[src/hw/rtl/note_gate_table_defines.svh]
// Assertion macros shared by the note gate table RTL.
// Needs clk and rst in scope where used.
`ifndef NOTE_GATE_TABLE_DEFINES_SVH
`define NOTE_GATE_TABLE_DEFINES_SVH

// condition holds every cycle out of reset
`define NGT_ASSERT(label, cond, msg) \
  label: assert property (@(posedge clk) disable iff (rst) (cond)) else $error(msg);

// antecedent implies consequent in the same cycle
`define NGT_ASSERT_IMP(label, ante, cons, msg) \
  label: assert property (@(posedge clk) disable iff (rst) (ante) |-> (cons)) \
    else $error(msg);

`endif

[src/hw/rtl/ngt_pkg.sv]
// Types and constants for the note gate table.
// No dependencies.
`default_nettype none

package ngt_pkg;

  localparam int SLOT_COUNT = 16;
  localparam int IDX_W      = (SLOT_COUNT > 1) ? $clog2(SLOT_COUNT) : 1;

  localparam int KIND_W = 2;
  localparam int CHAN_W = 4;
  localparam int NOTE_W = 7;
  localparam int VEL_W  = 7;
  localparam int GATE_W = 16;
  localparam int TIME_W = 32;

  typedef logic [IDX_W-1:0]  slot_idx_t;
  typedef logic [CHAN_W-1:0] chan_t;
  typedef logic [NOTE_W-1:0] note_t;
  typedef logic [VEL_W-1:0]  vel_t;
  typedef logic [GATE_W-1:0] gate_t;
  typedef logic [TIME_W-1:0] ms_t;

  localparam slot_idx_t LAST_IDX = slot_idx_t'(SLOT_COUNT - 1);
  localparam vel_t      VEL_MIN  = vel_t'(1);
  localparam gate_t     GATE_MIN = gate_t'(1);
  localparam vel_t      VEL_OFF  = '0;

  typedef enum logic [KIND_W-1:0] {
    KIND_PLAY = 2'd0,
    KIND_TICK = 2'd1,
    KIND_ALL  = 2'd2
  } kind_t;

  typedef enum logic [2:0] {
    ST_IDLE,
    ST_SCAN,
    ST_PLAY,
    ST_RETRIG,
    ST_FLUSH
  } state_t;

  typedef struct packed {
    logic  valid;
    chan_t channel;
    note_t note;
    ms_t   deadline;
  } slot_t;

  // set: claim slot; upd: new deadline only; clr: free slot
  typedef struct packed {
    logic      set;
    logic      upd;
    logic      clr;
    slot_idx_t idx;
    chan_t     channel;
    note_t     note;
    ms_t       deadline;
  } slot_wr_t;

endpackage

`default_nettype wire

[src/hw/rtl/ngt_slots.sv]
// Slot table: valid bits plus channel, note and deadline per slot.
// One scan read port and one write port; uses ngt_pkg.
`default_nettype none

module ngt_slots (
  input  logic              clk,
  input  logic              rst,
  input  ngt_pkg::slot_idx_t rd_idx,
  output ngt_pkg::slot_t    rd_slot,
  input  ngt_pkg::slot_wr_t wr
);
  import ngt_pkg::*;

  logic [SLOT_COUNT-1:0] valid;
  chan_t                 chan_arr [SLOT_COUNT];
  note_t                 note_arr [SLOT_COUNT];
  ms_t                   dl_arr   [SLOT_COUNT];

  always_ff @(posedge clk) begin
    if (rst) begin
      valid <= '0;
    end else if (wr.set) begin
      valid[wr.idx] <= 1'b1;
    end else if (wr.clr) begin
      valid[wr.idx] <= 1'b0;
    end
  end

  always_ff @(posedge clk) begin
    if (wr.set) begin
      chan_arr[wr.idx] <= wr.channel;
      note_arr[wr.idx] <= wr.note;
    end
    if (wr.set || wr.upd) begin
      dl_arr[wr.idx] <= wr.deadline;
    end
  end

  always_comb begin
    rd_slot.valid    = valid[rd_idx];
    rd_slot.channel  = chan_arr[rd_idx];
    rd_slot.note     = note_arr[rd_idx];
    rd_slot.deadline = dl_arr[rd_idx];
  end

endmodule

`default_nettype wire

[src/hw/rtl/note_gate_table.sv]
// A play word scans every slot, then updates a matching slot or claims a free one in ST_PLAY;
// a retrigger gives a note-off in ST_RETRIG, then ST_FLUSH gives the note-on. Tick and
// release-all give note-off words during the scan and the last one in ST_FLUSH. A play with
// no match and no free slot gives no word, nor does kind 3. Words are taken only in ST_IDLE.
// Reset clears the slot valid bits, the sequencer and the output word valid.
// Uses ngt_pkg, ngt_slots and note_gate_table_defines.svh.
`default_nettype none
`include "note_gate_table_defines.svh"

module note_gate_table (
  input  logic                          clk,
  input  logic                          rst,
  input  logic                          cmd_valid,
  output logic                          cmd_ready,
  input  logic [ngt_pkg::KIND_W-1:0]    kind,
  input  logic [ngt_pkg::CHAN_W-1:0]    channel,
  input  logic [ngt_pkg::NOTE_W-1:0]    note,
  input  logic [ngt_pkg::VEL_W-1:0]     velocity,
  input  logic [ngt_pkg::GATE_W-1:0]    gate_ms,
  input  logic [ngt_pkg::TIME_W-1:0]    now_ms,
  output logic                          msg_valid,
  input  logic                          msg_ready,
  output logic                          is_note_on,
  output logic [ngt_pkg::CHAN_W-1:0]    out_channel,
  output logic [ngt_pkg::NOTE_W-1:0]    out_note,
  output logic [ngt_pkg::VEL_W-1:0]     out_velocity,
  output logic                          last
);
  import ngt_pkg::*;

  state_t    state, state_next;
  slot_idx_t idx;
  logic [KIND_W-1:0] kind_r;
  chan_t     ch_r;
  note_t     note_r;
  vel_t      vel_r;
  gate_t     gate_r;
  ms_t       now_r;
  logic      hit_found, spare_found;
  slot_idx_t hit_idx, spare_idx;

  logic      pend_valid, pend_on;
  chan_t     pend_ch;
  note_t     pend_note;
  vel_t      pend_vel;

  slot_t     rd_slot;
  slot_wr_t  wr;

  logic      accept, out_free, scan_adv, due, match;
  ms_t       diff, deadline;
  logic      msg_load, msg_on_n, msg_last_n;
  chan_t     msg_ch_n;
  note_t     msg_note_n;
  vel_t      msg_vel_n;
  logic      pend_load, pend_clr, pend_on_n;
  chan_t     pend_ch_n;
  note_t     pend_note_n;
  vel_t      pend_vel_n;

  ngt_slots u_slots (
    .clk     (clk),
    .rst     (rst),
    .rd_idx  (idx),
    .rd_slot (rd_slot),
    .wr      (wr)
  );

  assign accept   = cmd_valid && cmd_ready;
  assign out_free = !msg_valid || msg_ready;

  // shared compare unit
  assign diff     = now_r - rd_slot.deadline;
  assign due      = rd_slot.valid && ((kind_r == KIND_ALL) || !diff[TIME_W-1]);
  assign match    = rd_slot.valid && (rd_slot.channel == ch_r) && (rd_slot.note == note_r);
  assign deadline = now_r + TIME_W'(gate_r);

  always_comb begin
    state_next = state;
    case (state)
      ST_IDLE: begin
        if (accept && (kind inside {KIND_PLAY, KIND_TICK, KIND_ALL})) begin
          state_next = ST_SCAN;
        end
      end
      ST_SCAN: begin
        if (scan_adv && (idx == LAST_IDX)) begin
          state_next = (kind_r == KIND_PLAY) ? ST_PLAY : ST_FLUSH;
        end
      end
      ST_PLAY: begin
        if (hit_found) begin
          state_next = ST_RETRIG;
        end else if (spare_found) begin
          state_next = ST_FLUSH;
        end else begin
          state_next = ST_IDLE;
        end
      end
      ST_RETRIG: begin
        if (out_free) begin
          state_next = ST_FLUSH;
        end
      end
      ST_FLUSH: begin
        if (!pend_valid || out_free) begin
          state_next = ST_IDLE;
        end
      end
      default: state_next = ST_IDLE;
    endcase
  end

  always_comb begin
    cmd_ready   = 1'b0;
    scan_adv    = 1'b0;
    msg_load    = 1'b0;
    msg_on_n    = pend_on;
    msg_ch_n    = pend_ch;
    msg_note_n  = pend_note;
    msg_vel_n   = pend_vel;
    msg_last_n  = 1'b0;
    pend_load   = 1'b0;
    pend_clr    = 1'b0;
    pend_on_n   = 1'b1;
    pend_ch_n   = ch_r;
    pend_note_n = note_r;
    pend_vel_n  = vel_r;
    wr          = '0;
    wr.idx      = idx;
    wr.channel  = ch_r;
    wr.note     = note_r;
    wr.deadline = deadline;
    case (state)
      ST_IDLE: begin
        cmd_ready = 1'b1;
      end
      ST_SCAN: begin
        if (kind_r == KIND_PLAY) begin
          scan_adv = 1'b1;
        end else if (!due) begin
          scan_adv = 1'b1;
        end else if (!pend_valid || out_free) begin
          scan_adv    = 1'b1;
          pend_load   = 1'b1;
          pend_on_n   = 1'b0;
          pend_ch_n   = rd_slot.channel;
          pend_note_n = rd_slot.note;
          pend_vel_n  = VEL_OFF;
          wr.clr      = 1'b1;
          msg_load    = pend_valid;
        end
      end
      ST_PLAY: begin
        if (hit_found) begin
          wr.upd    = 1'b1;
          wr.idx    = hit_idx;
          pend_load = 1'b1;
        end else if (spare_found) begin
          wr.set    = 1'b1;
          wr.idx    = spare_idx;
          pend_load = 1'b1;
        end
      end
      ST_RETRIG: begin
        if (out_free) begin
          msg_load   = 1'b1;
          msg_on_n   = 1'b0;
          msg_ch_n   = ch_r;
          msg_note_n = note_r;
          msg_vel_n  = VEL_OFF;
        end
      end
      ST_FLUSH: begin
        if (pend_valid && out_free) begin
          msg_load   = 1'b1;
          msg_last_n = 1'b1;
          pend_clr   = 1'b1;
        end
      end
      default: begin
      end
    endcase
  end

  always_ff @(posedge clk) begin
    if (rst) begin
      state <= ST_IDLE;
    end else begin
      state <= state_next;
    end
  end

  always_ff @(posedge clk) begin
    if (accept) begin
      idx         <= '0;
      kind_r      <= kind;
      ch_r        <= channel;
      note_r      <= note;
      vel_r       <= (velocity == '0) ? VEL_MIN : velocity;
      gate_r      <= (gate_ms == '0) ? GATE_MIN : gate_ms;
      now_r       <= now_ms;
      hit_found   <= 1'b0;
      spare_found <= 1'b0;
    end else if (scan_adv) begin
      if (idx != LAST_IDX) begin
        idx <= idx + 1'b1;
      end
      if (kind_r == KIND_PLAY) begin
        if (match && !hit_found) begin
          hit_found <= 1'b1;
          hit_idx   <= idx;
        end
        if (!rd_slot.valid && !spare_found) begin
          spare_found <= 1'b1;
          spare_idx   <= idx;
        end
      end
    end
  end

  always_ff @(posedge clk) begin
    if (rst) begin
      pend_valid <= 1'b0;
    end else if (pend_load) begin
      pend_valid <= 1'b1;
    end else if (pend_clr) begin
      pend_valid <= 1'b0;
    end
  end

  always_ff @(posedge clk) begin
    if (pend_load) begin
      pend_on   <= pend_on_n;
      pend_ch   <= pend_ch_n;
      pend_note <= pend_note_n;
      pend_vel  <= pend_vel_n;
    end
  end

  always_ff @(posedge clk) begin
    if (rst) begin
      msg_valid <= 1'b0;
    end else if (msg_load) begin
      msg_valid <= 1'b1;
    end else if (msg_ready) begin
      msg_valid <= 1'b0;
    end
  end

  always_ff @(posedge clk) begin
    if (msg_load) begin
      is_note_on   <= msg_on_n;
      out_channel  <= msg_ch_n;
      out_note     <= msg_note_n;
      out_velocity <= msg_vel_n;
      last         <= msg_last_n;
    end
  end

  `NGT_ASSERT(a_ready_no_pend, !cmd_ready || !pend_valid, "new word taken with a result pending")
  `NGT_ASSERT_IMP(a_on_is_last, msg_valid && is_note_on, last, "note-on word not marked last")
  `NGT_ASSERT_IMP(a_off_vel_zero, msg_valid && !is_note_on, out_velocity == VEL_OFF,
                  "note-off word with nonzero velocity")
  `NGT_ASSERT_IMP(a_retrig_pend, state == ST_RETRIG, pend_valid && pend_on,
                  "retrigger without a pending note-on")

endmodule

`default_nettype wire

[config.mk]
export PLATFORM = sky130hd
export DESIGN_NAME = note_gate_table
export DESIGN_NICKNAME = d
export VERILOG_FILES = /design/src/hw/rtl/ngt_pkg.sv /design/src/hw/rtl/ngt_slots.sv /design/src/hw/rtl/note_gate_table.sv
export VERILOG_INCLUDE_DIRS = /design/src /design/src/hw/rtl
export SDC_FILE = /design/constraint.sdc
export NUM_CORES = 1
export LEC_CHECK = 0
export ABC_CLOCK_PERIOD_IN_PS = 6950
export BUFFER_PORTS_ARGS = -buffer_cell sky130_fd_sc_hd__clkbuf_2
export CORE_ASPECT_RATIO = 2
export CORE_MARGIN = 2
export CORE_UTILIZATION = 29
export CTS_CLUSTER_SIZE = 10
export DETAILED_ROUTE_END_ITERATION = 8
export PLACE_DENSITY = 0.49
export SETUP_SLACK_MARGIN = 0.2
export SLEW_MARGIN = 25
export SYNTH_ARGS = -nofsm -noshare
export SYNTH_HDL_FRONTEND = slang
export SYNTH_SLANG_ARGS = --single-unit
[constraint.sdc]
create_clock -name clk -period 6.95 [get_ports clk]
set_clock_uncertainty 0.05 [all_clocks]
set_input_delay 0.695 -clock clk [delete_from_list [all_inputs] [get_ports clk]]
set_output_delay 0.695 -clock clk [all_outputs]
set_load 0.05 [all_outputs]
==> impl_results.rst <==
.. list-table::
   :header-rows: 1

   * - Metric
     - Value
   * - Result of the run
     - finished clean
   * - Starting DRC count in detailed routing
     - 1,008
   * - Unrepaired setup endpoints after global routing
     - false
   * - Worst-skew pair later-pin latency
     - 0.68 ns
   * - Flop pwr share
     - 45.4%
   * - Residual antenna-violating net count after detailed routing
     - 0
   * - Die height
     - 484 microns
   * - Via count of the first global-routing pass
     - 17.8k
   * - Library cell with the highest instance count after synthesis
     - sky130_fd_sc_hd__edfxtp_1
   * - Wire length of the first global-routing pass
     - 122 mm
   * - Core outline area
     - 115,000 sq um
   * - Async set-or-reset flop fraction in the synthesized netlist
     - 0%
   * - Fillers
     - 10.7k
   * - Quantity of hold-fixing buffers added after cts
     - 0
   * - Initial core utilization
     - 29.1%
   * - Class of the most critical setup path
     - flop to flop
   * - Syn. warnings
     - 0
   * - Number of placement rows
     - 176
   * - Internal Power
     - 10,200 uW
   * - Number of instances in the synthesized netlist
     - 1,660
   * - Mean Syn Cell Area
     - 20.1 sq um
   * - Gr ovfl total
     - 0
   * - Critical path endpoint category
     - flop
   * - Area share of the largest cell type after synthesis
     - 72.1%
   * - Leakage power of the design
     - 0.0122 uW
   * - Number of placed I/O pins
     - 94
   * - CTS clock-pin slew for the worst setup and hold paths
     - 0.05 ns
   * - Count of maximum capacitance violations
     - 0
   * - Fmax
     - 174 MHz
   * - Synth cell types
     - 58
   * - Via total after detailed routing
     - 16.3k
   * - Sum of negative setup slack
     - 0 ns
   * - Most frequent cells after synthesis
     - sky130_fd_sc_hd__edfxtp_1 (803), sky130_fd_sc_hd__mux4_2 (217), sky130_fd_sc_hd__nor2_1 (102), sky130_fd_sc_hd__nand2_1 (55), sky130_fd_sc_hd__clkbuf_1 (54)
   * - # DRC
     - 0
   * - Final net count
     - 1,942
   * - Count of final hold-check violations
     - 0
   * - Number of enable-type register cells in the synthesized netlist
     - 803
   * - Pins Over Slew Limit
     - 0
   * - Total number of clock tree sinks
     - 834
   * - Clock network fraction of design power
     - 31.4%
   * - Synthesized cell area
     - 33,400 sq um
   * - Required time worst endpoint
     - 7.32 ns
   * - Fraction of the cycle the final worst path needs
     - 82.6%
   * - Sum of routed wire length over all layers
     - 84.3 mm
   * - Area delta synth->final
     - 16.6%
   * - Routed vias/inst
     - 4.84
   * - Total half-perimeter wirelength after legalization and detailed placement
     - 51.2 mm
   * - Total routing usage reported by global routing
     - 14.3%
   * - Share of the yosys chip area belonging to registers
     - 74.0%
   * - Most instantiated flip-flop cell in the synthesis netlist
     - sky130_fd_sc_hd__edfxtp_1
   * - Final setup violating endpoints
     - 0
   * - Drt wl/cell
     - 25.0 microns
   * - Root cell of the clock tree
     - sky130_fd_sc_hd__clkbuf_16
   * - Initial antenna violation count
     - 2
   * - Largest net degree at the start of global routing
     - 51
   * - Final GP Congestion
     - 0.761
   * - Combinational Power Share
     - 23.1%
   * - Die ar.
     - 118,000 sq um
   * - Number of storage elements in the synthesis netlist
     - 834
   * - Router iterations before antenna repair
     - 5
   * - Hold crit path type
     - primary input to flop
   * - Arrival time of the worst setup path
     - 6.12 ns
   * - Number of nets in the synthesized netlist
     - 1,780
   * - Share of post-route cells with drive strength above 1
     - 30.6%
   * - Biggest area contributors in the synthesized netlist
     - sky130_fd_sc_hd__edfxtp_1 (72%), sky130_fd_sc_hd__mux4_2 (15%), sky130_fd_sc_hd__dfxtp_1 (1.9%), sky130_fd_sc_hd__ha_1 (1.8%), sky130_fd_sc_hd__nor2_1 (1.1%)
   * - Cell taking the most area after synthesis
     - sky130_fd_sc_hd__edfxtp_1
   * - Number of buffers inserted by port buffering
     - 93
   * - Htree depth
     - 3
   * - Minimum period implied by the final worst setup slack
     - 5.74 ns
   * - Die extent in x
     - 244 microns
   * - Clock buffer count from CTS
     - 95
   * - P per Cell Area
     - 367 nW/um^2
   * - Worst Tran Pin Value
     - 0.994 ns
   * - Worst VDD drop
     - 0.229 mV
   * - Bufs on Longest Clock Path
     - 3
   * - Net switching power figure
     - 4120 uW
   * - TritonCTS clock tree
     - built
   * - Type of origin of the critical path
     - flop
   * - Worst slack at placement
     - 1.08 ns
   * - Worst relative slew slack
     - 33.6%
   * - Switching part of the total power
     - 28.8%
   * - Highest net fanout along the worst path
     - 27
   * - Count of cells resized by post-cts repair
     - 0
   * - Smallest setup slack after layout
     - 1.21 ns
   * - Setup Buffers After CTS
     - 0
power by group through the flow:
stage          Sequential [uW]  Combinational (uW)  Clock [uW]
2_1_floorplan             6460                2320           0
3_3_place_gp              6600                3270           0
3_5_place_dp              6610                3360           0
4_1_cts                   6510                3370        4630
5_1_grt                   6530                3600        4800
6_report                  6500                3310        4500
sequential cells by signal (all words and copies together) (netlist names), 7 cells and up, named ones only:
| signal | flops |
|---|---|
| u_slots.chan_arr | 64 |
| out_note | 7 |
| u_slots.note_arr | 112 |
| gate_r | 16 |
| out_velocity | 7 |
| now_r | 32 |
| note_r | 7 |
| vel_r | 7 |
| pend_vel | 7 |
| pend_note | 7 |
| u_slots.dl_arr | 512 |
per-stage QoR:
stage	utilization (%)	instances	total power (uW)	area, sq um	hold WS, ns
after floorplan	-	1660	8780	33400	0.374
after global placement	31.4	3237	9870	36100	0.435
after detailed placement	31.5	3238	9970	36200	0.442
after CTS	33.9	3375	14500	38900	0.0779
after global routing	34.0	3376	14900	39000	0.113
final	34.0	3376	14300	39000	0.134
path summary, 6_finish.rpt:
path,cells after the start,endpoint,slack [ns],from
hold reg to reg,2,flop,0.45,flop
setup reg to reg,16,pend_ch[3],1.21,flop
hold / removal,1,now_r[6],0.13,now_ms[6]
setup / recovery,16,pend_ch[3],1.21,flop
cell usage in the layout (no fill, tap or decap), types with 22 or more instances in the layout:
master                      count
sky130_fd_sc_hd__a21oi_1       22
sky130_fd_sc_hd__ha_1          47
sky130_fd_sc_hd__nor2_4        26
sky130_fd_sc_hd__clkbuf_1      32
sky130_fd_sc_hd__inv_1         40
sky130_fd_sc_hd__clkbuf_2      93
sky130_fd_sc_hd__clkbuf_16     97
sky130_fd_sc_hd__nand2_1       55
sky130_fd_sc_hd__a211oi_1      22
sky130_fd_sc_hd__dfxtp_1       27
sky130_fd_sc_hd__mux4_2       217
sky130_fd_sc_hd__buf_4         51
sky130_fd_sc_hd__nor2_1        67
sky130_fd_sc_hd__edfxtp_1     803
sky130_fd_sc_hd__nor2b_1       22
cell type report:
| type | count | area, sq um | area share (%) |
|---|---|---|---|
| diodes | 1 | 2.50 | 0.00642 |
| multi-input cells | 700 | 8570 | 22.0 |
| well taps | 1513 | 1890 | 4.86 |
| flip-flops and latches | 834 | 24700 | 63.5 |
| repair buffers | 149 | 940 | 2.41 |
| inverters | 42 | 159 | 0.408 |
| clock buffers | 129 | 2550 | 6.53 |
| clock inverters | 8 | 125 | 0.321 |
critical path, cell delays in order (launching register included):
cell and delay, ns:
sky130_fd_sc_hd__dfxtp_4 0.69, sky130_fd_sc_hd__buf_12 0.30, sky130_fd_sc_hd__buf_4 0.26, sky130_fd_sc_hd__mux4_2 0.52, sky130_fd_sc_hd__mux4_2 0.47, sky130_fd_sc_hd__inv_1 0.06, sky130_fd_sc_hd__ha_1 0.24, sky130_fd_sc_hd__a21oi_1 0.18
sky130_fd_sc_hd__nor2_1 0.05, sky130_fd_sc_hd__a211oi_1 0.64, sky130_fd_sc_hd__nand4_1 0.21, sky130_fd_sc_hd__o211ai_2 0.49, sky130_fd_sc_hd__xor2_2 0.26, sky130_fd_sc_hd__nor2_2 0.08, sky130_fd_sc_hd__nor2_4 0.12, sky130_fd_sc_hd__buf_4 0.37
sky130_fd_sc_hd__mux2_2 0.39
metal layers:
layer / share of wire, % / track usage [%] / wire length, microns / up-vias
li1: - / - / - / 7047
met4: 2.8 / 5.41 / 2370 / 2
met2: 55 / 26.8 / 46300 / 403
met3: 3.4 / 1.94 / 2910 / 114
met5: 0.0095 / 0 / 8 / -
met1: 39 / 16.4 / 32800 / 8766
kinds of logic (layout without fill, tap and decap cells):
group / after synthesis / in the layout / share of synthesized area (%)
simple gates: 252 / 252 / 3.53
compound gates: 110 / 110 / 2.23
buf+inv: 126 / 328 / 1.60
xor+xnor: 42 / 42 / 1.15
fa+ha+maj: 48 / 48 / 1.82
flops: 834 / 834 / 74.0
mux: 248 / 248 / 15.7
other cells: 0 / 1 / 0
No activity file was read; power rests on OpenSTA's default activity.
